## src/rtl/wsrr_pkg.sv

```systemverilog
package wsrr_pkg;

    localparam int TIME_W     = 48;
    localparam int TEMP_W     = 22;
    localparam int WIN_W      = 20;
    localparam int X_W        = 20;
    localparam int RATE_W     = 32;
    localparam int SCALE_W    = 16;
    localparam int MS_PER_MIN = 60000;

    // datapath commands issued by the controller
    typedef struct packed {
        logic wr;
        logic clr;
        logic acc1;
        logic acc2;
        logic mul1;
        logic chk;
        logic mul2;
        logic num;
        logic mul3;
        logic div;
        logic fin;
    } cmd_t;

    typedef struct packed {
        logic bad;
    } stat_t;

    // width of the scaled dividend, which is also the number of division steps
    function automatic int quot_width(int depth);
        int cw;
        cw = $clog2(depth + 1);
        return X_W + TEMP_W + 2 * cw + 3 + SCALE_W;
    endfunction

endpackage

```

## src/rtl/wsrr_ctrl.sv

```systemverilog
module wsrr_ctrl #(
    parameter int SAMPLE_DEPTH = 32,
    parameter int DIV_STEPS    = 73
) (
    input  logic                            clk,
    input  logic                            rst_n,
    input  logic                            in_valid,
    output logic                            in_stall,
    output logic                            out_valid,
    input  logic                            out_stall,
    output wsrr_pkg::cmd_t                  cmd,
    output logic [$clog2(SAMPLE_DEPTH)-1:0] rd_addr,
    output logic [$clog2(SAMPLE_DEPTH)-1:0] wr_addr,
    input  wsrr_pkg::stat_t                 stat
);

    localparam int AW = $clog2(SAMPLE_DEPTH);
    localparam int CW = $clog2(SAMPLE_DEPTH + 1);
    localparam int DW = $clog2(DIV_STEPS);

    typedef enum logic [3:0] {
        IDLE, SCAN1, SCAN2, MUL1, CHK, MUL2, NUM, MUL3, DIV, FIN
    } state_t;

    state_t          state_reg;
    logic [AW-1:0]   slot_reg;
    logic [CW-1:0]   fill_reg;
    logic [CW-1:0]   idx_reg;
    logic [DW-1:0]   div_cnt_reg;
    logic            out_valid_reg;
    logic            accept;
    logic            load_out;
    logic            scan_last;

    assign in_stall  = (state_reg != IDLE);
    assign accept    = in_valid && !in_stall;
    assign load_out  = (state_reg == FIN) && (!out_valid_reg || !out_stall);
    assign scan_last = (idx_reg == fill_reg);
    assign out_valid = out_valid_reg;
    assign wr_addr   = slot_reg;
    assign rd_addr   = (idx_reg < CW'(SAMPLE_DEPTH)) ? idx_reg[AW-1:0] : '0;

    // read data is registered, so it arrives in the cycle after its address
    always_comb
    begin
        cmd      = '0;
        cmd.wr   = accept;
        cmd.clr  = accept;
        cmd.acc1 = (state_reg == SCAN1) && (idx_reg != '0);
        cmd.acc2 = (state_reg == SCAN2) && (idx_reg != '0);
        cmd.mul1 = (state_reg == MUL1);
        cmd.chk  = (state_reg == CHK);
        cmd.mul2 = (state_reg == MUL2);
        cmd.num  = (state_reg == NUM);
        cmd.mul3 = (state_reg == MUL3);
        cmd.div  = (state_reg == DIV);
        cmd.fin  = load_out;
    end

    always_ff @(posedge clk or negedge rst_n)
    begin
        if (!rst_n)
        begin
            state_reg     <= IDLE;
            slot_reg      <= '0;
            fill_reg      <= '0;
            idx_reg       <= '0;
            div_cnt_reg   <= '0;
            out_valid_reg <= 1'b0;
        end
        else
        begin
            if (load_out)
                out_valid_reg <= 1'b1;
            else if (out_valid_reg && !out_stall)
                out_valid_reg <= 1'b0;
            unique case (state_reg)
                IDLE:
                begin
                    if (accept)
                    begin
                        slot_reg <= (slot_reg == AW'(SAMPLE_DEPTH - 1)) ? '0 : slot_reg + 1'b1;
                        if (fill_reg != CW'(SAMPLE_DEPTH))
                            fill_reg <= fill_reg + 1'b1;
                        idx_reg   <= '0;
                        state_reg <= SCAN1;
                    end
                end
                SCAN1:
                begin
                    if (scan_last)
                    begin
                        idx_reg   <= '0;
                        state_reg <= SCAN2;
                    end
                    else
                        idx_reg <= idx_reg + 1'b1;
                end
                SCAN2:
                begin
                    if (scan_last)
                        state_reg <= MUL1;
                    else
                        idx_reg <= idx_reg + 1'b1;
                end
                MUL1: state_reg <= CHK;
                CHK:  state_reg <= stat.bad ? FIN : MUL2;
                MUL2: state_reg <= NUM;
                NUM:  state_reg <= MUL3;
                MUL3:
                begin
                    div_cnt_reg <= '0;
                    state_reg   <= DIV;
                end
                DIV:
                begin
                    div_cnt_reg <= div_cnt_reg + 1'b1;
                    if (div_cnt_reg == DW'(DIV_STEPS - 1))
                        state_reg <= FIN;
                end
                FIN:
                begin
                    if (load_out)
                        state_reg <= IDLE;
                end
                default: state_reg <= IDLE;
            endcase
        end
    end

endmodule

```

## config.mk

```make
export PLATFORM = sky130hd
export DESIGN_NAME = wsrr_ctrl
export DESIGN_NICKNAME = d
export VERILOG_FILES = /design/src/rtl/wsrr_pkg.sv /design/src/rtl/wsrr_ctrl.sv
export SDC_FILE = /design/constraint.sdc
export NUM_CORES = 1
export LEC_CHECK = 0
export BUFFER_PORTS_ARGS = -buffer_cell sky130_fd_sc_hd__buf_2
export CAP_MARGIN = 5
export CORE_MARGIN = 1
export CORE_UTILIZATION = 61
export DETAILED_ROUTE_END_ITERATION = 8
export PLACE_DENSITY = 0.95
export SYNTH_ARGS = -nofsm -noshare
export SYNTH_HDL_FRONTEND = slang
export SYNTH_SLANG_ARGS = --single-unit
export TNS_END_PERCENT = 1
```

## constraint.sdc

```tcl
create_clock -name clk -period 4.7 [get_ports clk]
set_input_delay 1.175 -clock clk [delete_from_list [all_inputs] [get_ports clk]]
set_output_delay 1.175 -clock clk [all_outputs]
set_load 0.05 [all_outputs]
```

=== After elaboration in Yosys (flattened, before gate mapping) ===
Index checks and enable logic that the tools add are counted.

* Logic and storage cells: 65
* Bits in registers: 29

* $lt $le $gt $ge: 1
* Muxes and demuxes: 16
* Equal/unequal tests: 19
* Reduce and logical (&&, ||, !) cells: 19
* $add $sub $neg: 4

{| class="wikitable"
|+ Operators by type and width
! kind !! count
|-
| 4-bit one-hot mux with 10 select lines || 1
|-
| 4-bit 2-to-1 mux || 6
|-
| 6-bit 2-to-1 mux || 3
|-
| 6-bit one-hot mux with 3 select lines || 1
|-
| 4-bit by 3-bit == test with 1-bit output (second input constant) || 4
|-
| 7-bit one-hot mux with 2 select lines || 1
|-
| 6-bit by 1-bit adder with 6-bit output (second input constant) || 2
|-
| 5-bit 2-to-1 mux || 2
|-
| 2-bit != test (second input constant) || 5
|-
| 4-bit by 2-bit == test with 1-bit output (second input constant) || 2
|-
| 4-bit == test (second input constant) || 2
|-
| 7-bit by 1-bit adder with 7-bit output (second input constant) || 1
|-
| 7-bit == test (second input constant) || 1
|-
| 6-bit == test || 1
|-
| 6-bit < comparator (second input constant) || 1
|-
| 6-bit != test (second input constant) || 1
|-
| 3-bit AND reduction || 2
|-
| 6-bit nonzero test || 1
|-
| 5-bit by 1-bit adder with 5-bit output (second input constant) || 1
|-
| 5-bit == test (second input constant) || 1
|-
| 1-bit logical AND || 5
|-
| 5-bit AND reduction || 1
|-
| 4-bit by 1-bit == test with 1-bit output (second input constant) || 1
|-
| 4-bit zero test || 1
|-
| other kinds (8) || 12
|}

=== Depth between registers and ports, before layout ===
* Word-level depth: 5
* Gate-level depth with buffers: 6

=== Worst setup path before layout ===
No wires, ideal clock.

* Path type: input port to output port
* Start point: input in_valid
* End point: output cmd[10] in the netlist's numbering
* Required time: 3525 ps
* Data arrival time: 1728 ps
* Cell stages on the path: 3
* Buffers on the path: 1
* Setup slack: 1797 ps
* Cell sequence: nand3_1 -> clkinv_2 -> buf_4

* Longest elaborated chain between the ends: 1

{| class="wikitable"
|+ RTL lines
! item !! RTL line !! source
|-
| from (decl) || wsrr_ctrl.sv:7 || <nowiki>input logic in_valid,</nowiki>
|-
| 1-bit logical AND || wsrr_ctrl.sv:36 || <nowiki>assign accept = in_valid && !in_stall;</nowiki>
|-
| to (decl) || wsrr_ctrl.sv:11 || <nowiki>output wsrr_pkg::cmd_t cmd,</nowiki>
|}

Every way passes these cells.

==> metrics.yaml <==
finalHoldViolCount: 0
cp_slowest_cell: "dfrtp_1"
critical_path.cell_chain: "nor2_1 -> nand3_1 -> clkinv_2 -> buf_2"
clkTransAtPathRegs_ns: 0.09
cp.depth: 4
switching_share_pct: 53.7
ys.flop_type: "dfrtp_1"
worstSetupPathType: "register to output pin"
crit_start: "state_reg[2]"
cp.arrival_ns: 2.04
worst-path-buf-inv: 2
finalCritPeriodShare_pct: 68.4
dr.pass1.iters: 4
crit-reg2reg-launch: "state_reg[2]"
routed_via_density: 5.96
clockBufferDepth: 2
netlist_area_um2: 1830
r2r_setup_slack_ns: 2.71
status: "completed"
required_ns: 3.52
synth_warnings: 0
grt_antenna_before_repair: 0
numCtsBuffers: 5
num_rows: 19
grt_max_degree: 30
drt-wirelength-per-cell_um: 15.0
stdcell_count: 251
power_switching_mw: 0.760
power_frac_seq_pct: 33.1
leakage_nw: 0.960
drc: 0
critPathTopFamily: "simple AND/OR/NAND/NOR gates"
worstPathMaxFanout: 13
slew-limit-headroom_pct: 57.3
cts_tree: "done"
drtIter0Drc: 45
antennaDiodeCount: 0
grt_pass1_vias: 1359
largest_register_ffs: 7
synth-seq-cells: 29
final_max_slew_viol_count: 0
grt_pass1_wl_um: 6300
syn_nets: 208
setup.worst_path.end_class: "output pin"
post_cts_buffers: 0
synthCells: 195
gp_congestion: 0.885
portBuffers: 27
cts_num_sinks: 29
timing.final.ws_setup_ns: 1.49
drive_gt1_share_pct: 19.5
synth_top_area_share_pct: 39.6
max_freq_mhz: 311
syn_avg_cell_area_um2: 9.39
cts.hold.buffers_added: 0
cp_slowest_stage_delay_ns: 0.56
cts_max_level: 2
clkPwrFrac_pct: 11.2
start_util_pct: 65.3
seq_area_frac_synth_pct: 39.6
clkLatencyLatePin_ns: 0.34
cts_resized: 0
use_met1_pct: 33.2
netlist_top_cells_count: "dfrtp_1, nand2_1, nor2_1, inv_1, xnor2_1"
die_y_um: 56.8
power_mw: 1.41
dp_hpwl_um: 2650
maxCapViolCount: 0
die-area_um2: 3230
placed_area_um2: 1940
ys_types: 47
core-area_um2: 2810
tns_ns: 0
hold_class: "register to register"
cp-endpoint: "cmd[9]"
async_flop_share_pct: 100
setup_viol_count_final: 0
routed-via-count: 1497
skew_ns: 0.00967
area_growth_pct: 9.15
fin_util_pct: 71.3
final_nets: 233
grt_util_met2_pct: 41.7
antenna_left: 0
intPower_mw: 0.654
irDropWorstVdd_v: 0.000419
pin_count: 28
die_x_um: 56.8
gr-usage-all-layers_pct: 26.1
root_buffer: "clkbuf_4"
synth_top_cells_by_area: "dfrtp_1, xnor2_1, ha_1"
dp_slack_ns: 1.52
dp.cells: 244
power.density_nw_per_um2: 707
worst_pin_slew_ns: 0.641
rsz0062_at_grt: "false"
min_period_ns: 3.21
yosysMostFrequentCell: "dfrtp_1"
yosysTopAreaCell: "dfrtp_1"
holdWs_ns: 0.506
start_kind: "register"
worstReg2RegEnd: "state_reg[0]"
met3_usage_pct: 7.83
gr-max-usage-layer: "met2"
synth_edf_count: 0
grt_overflow: 0
pwr-share-comb_pct: 55.7
reg2reg_depth: 4
stdcell_area_um2: 2000
wirelength_um: 3760
==> worst min-delay path by stage <==
stage / startpoint / end / slack (ns) / cells after the start
finish: div_cnt_reg[6] / div_cnt_reg[6] / 0.51 / 1
global route: div_cnt_reg[6] / div_cnt_reg[6] / 0.54 / 1
CTS: div_cnt_reg[6] / div_cnt_reg[6] / 0.50 / 1
detailed placement: div_cnt_reg[6] / div_cnt_reg[6] / 0.49 / 1
global placement: div_cnt_reg[6] / div_cnt_reg[6] / 0.46 / 1
floorplan: div_cnt_reg[6] / div_cnt_reg[6] / 0.44 / 1
==> kinds of logic (layout without fill, tap and decap cells) <==
kind of cell | Yosys count | after routing | synth area share (%)
fa+ha+maj | 8 | 8 | 5.46
flops | 29 | 29 | 39.6
xor+xnor | 12 | 12 | 5.74
mux | 5 | 5 | 2.87
compound gates | 39 | 39 | 16.9
simple gates | 80 | 80 | 23.3
buf+inv | 22 | 47 | 6.08
==> layout make-up <==
class | instances | area, µm²
well taps | 31 | 38.8
fillers | 234 | 806
inverters | 13 | 50.0
clock buffers | 7 | 55.1
multi-input cells | 144 | 995
flip-flops and latches | 29 | 726
repair buffers | 27 | 135
==> routing by layer <==
metal	up-vias	wire length (µm)
met5	-	0
met4	0	64
met3	8	184
met2	43	1810
met1	708	1700
li1	738	-
==> power by group through the flow <==
| stage | logic, mW | registers [mW] | clock network [mW] |
|---|---|---|---|
| 5_1_grt | 0.850 | 0.485 | 0.168 |
| 2_1_floorplan | 0.625 | 0.472 | 0 |
| 6_report | 0.788 | 0.468 | 0.158 |
| 4_1_cts | 0.788 | 0.464 | 0.159 |
| 3_3_place_gp | 0.756 | 0.465 | 0 |
| 3_5_place_dp | 0.776 | 0.468 | 0 |
==> cells in the final DEF (no fill, tap or decap), drive strengths merged, types with 3 or more instances in the layout <==
| cell | synthesis | layout |
|---|---|---|
| dfrtp | 29 | 29 |
| o31ai | 3 | 3 |
| buf | 9 | 27 |
| nor3 | 6 | 6 |
| nand4 | 5 | 5 |
| nand2b | 4 | 4 |
| clkbuf | 0 | 7 |
| inv | 12 | 12 |
| ha | 8 | 8 |
| nor2 | 20 | 20 |
| nand3 | 8 | 8 |
| mux2i | 3 | 3 |
| o221ai | 4 | 4 |
| o211ai | 5 | 5 |
| nor2b | 3 | 3 |
| a21oi | 3 | 3 |
| nand2 | 22 | 22 |
| xnor2 | 12 | 12 |
| o21ai | 9 | 9 |
(Power assumes the default switching activity.)
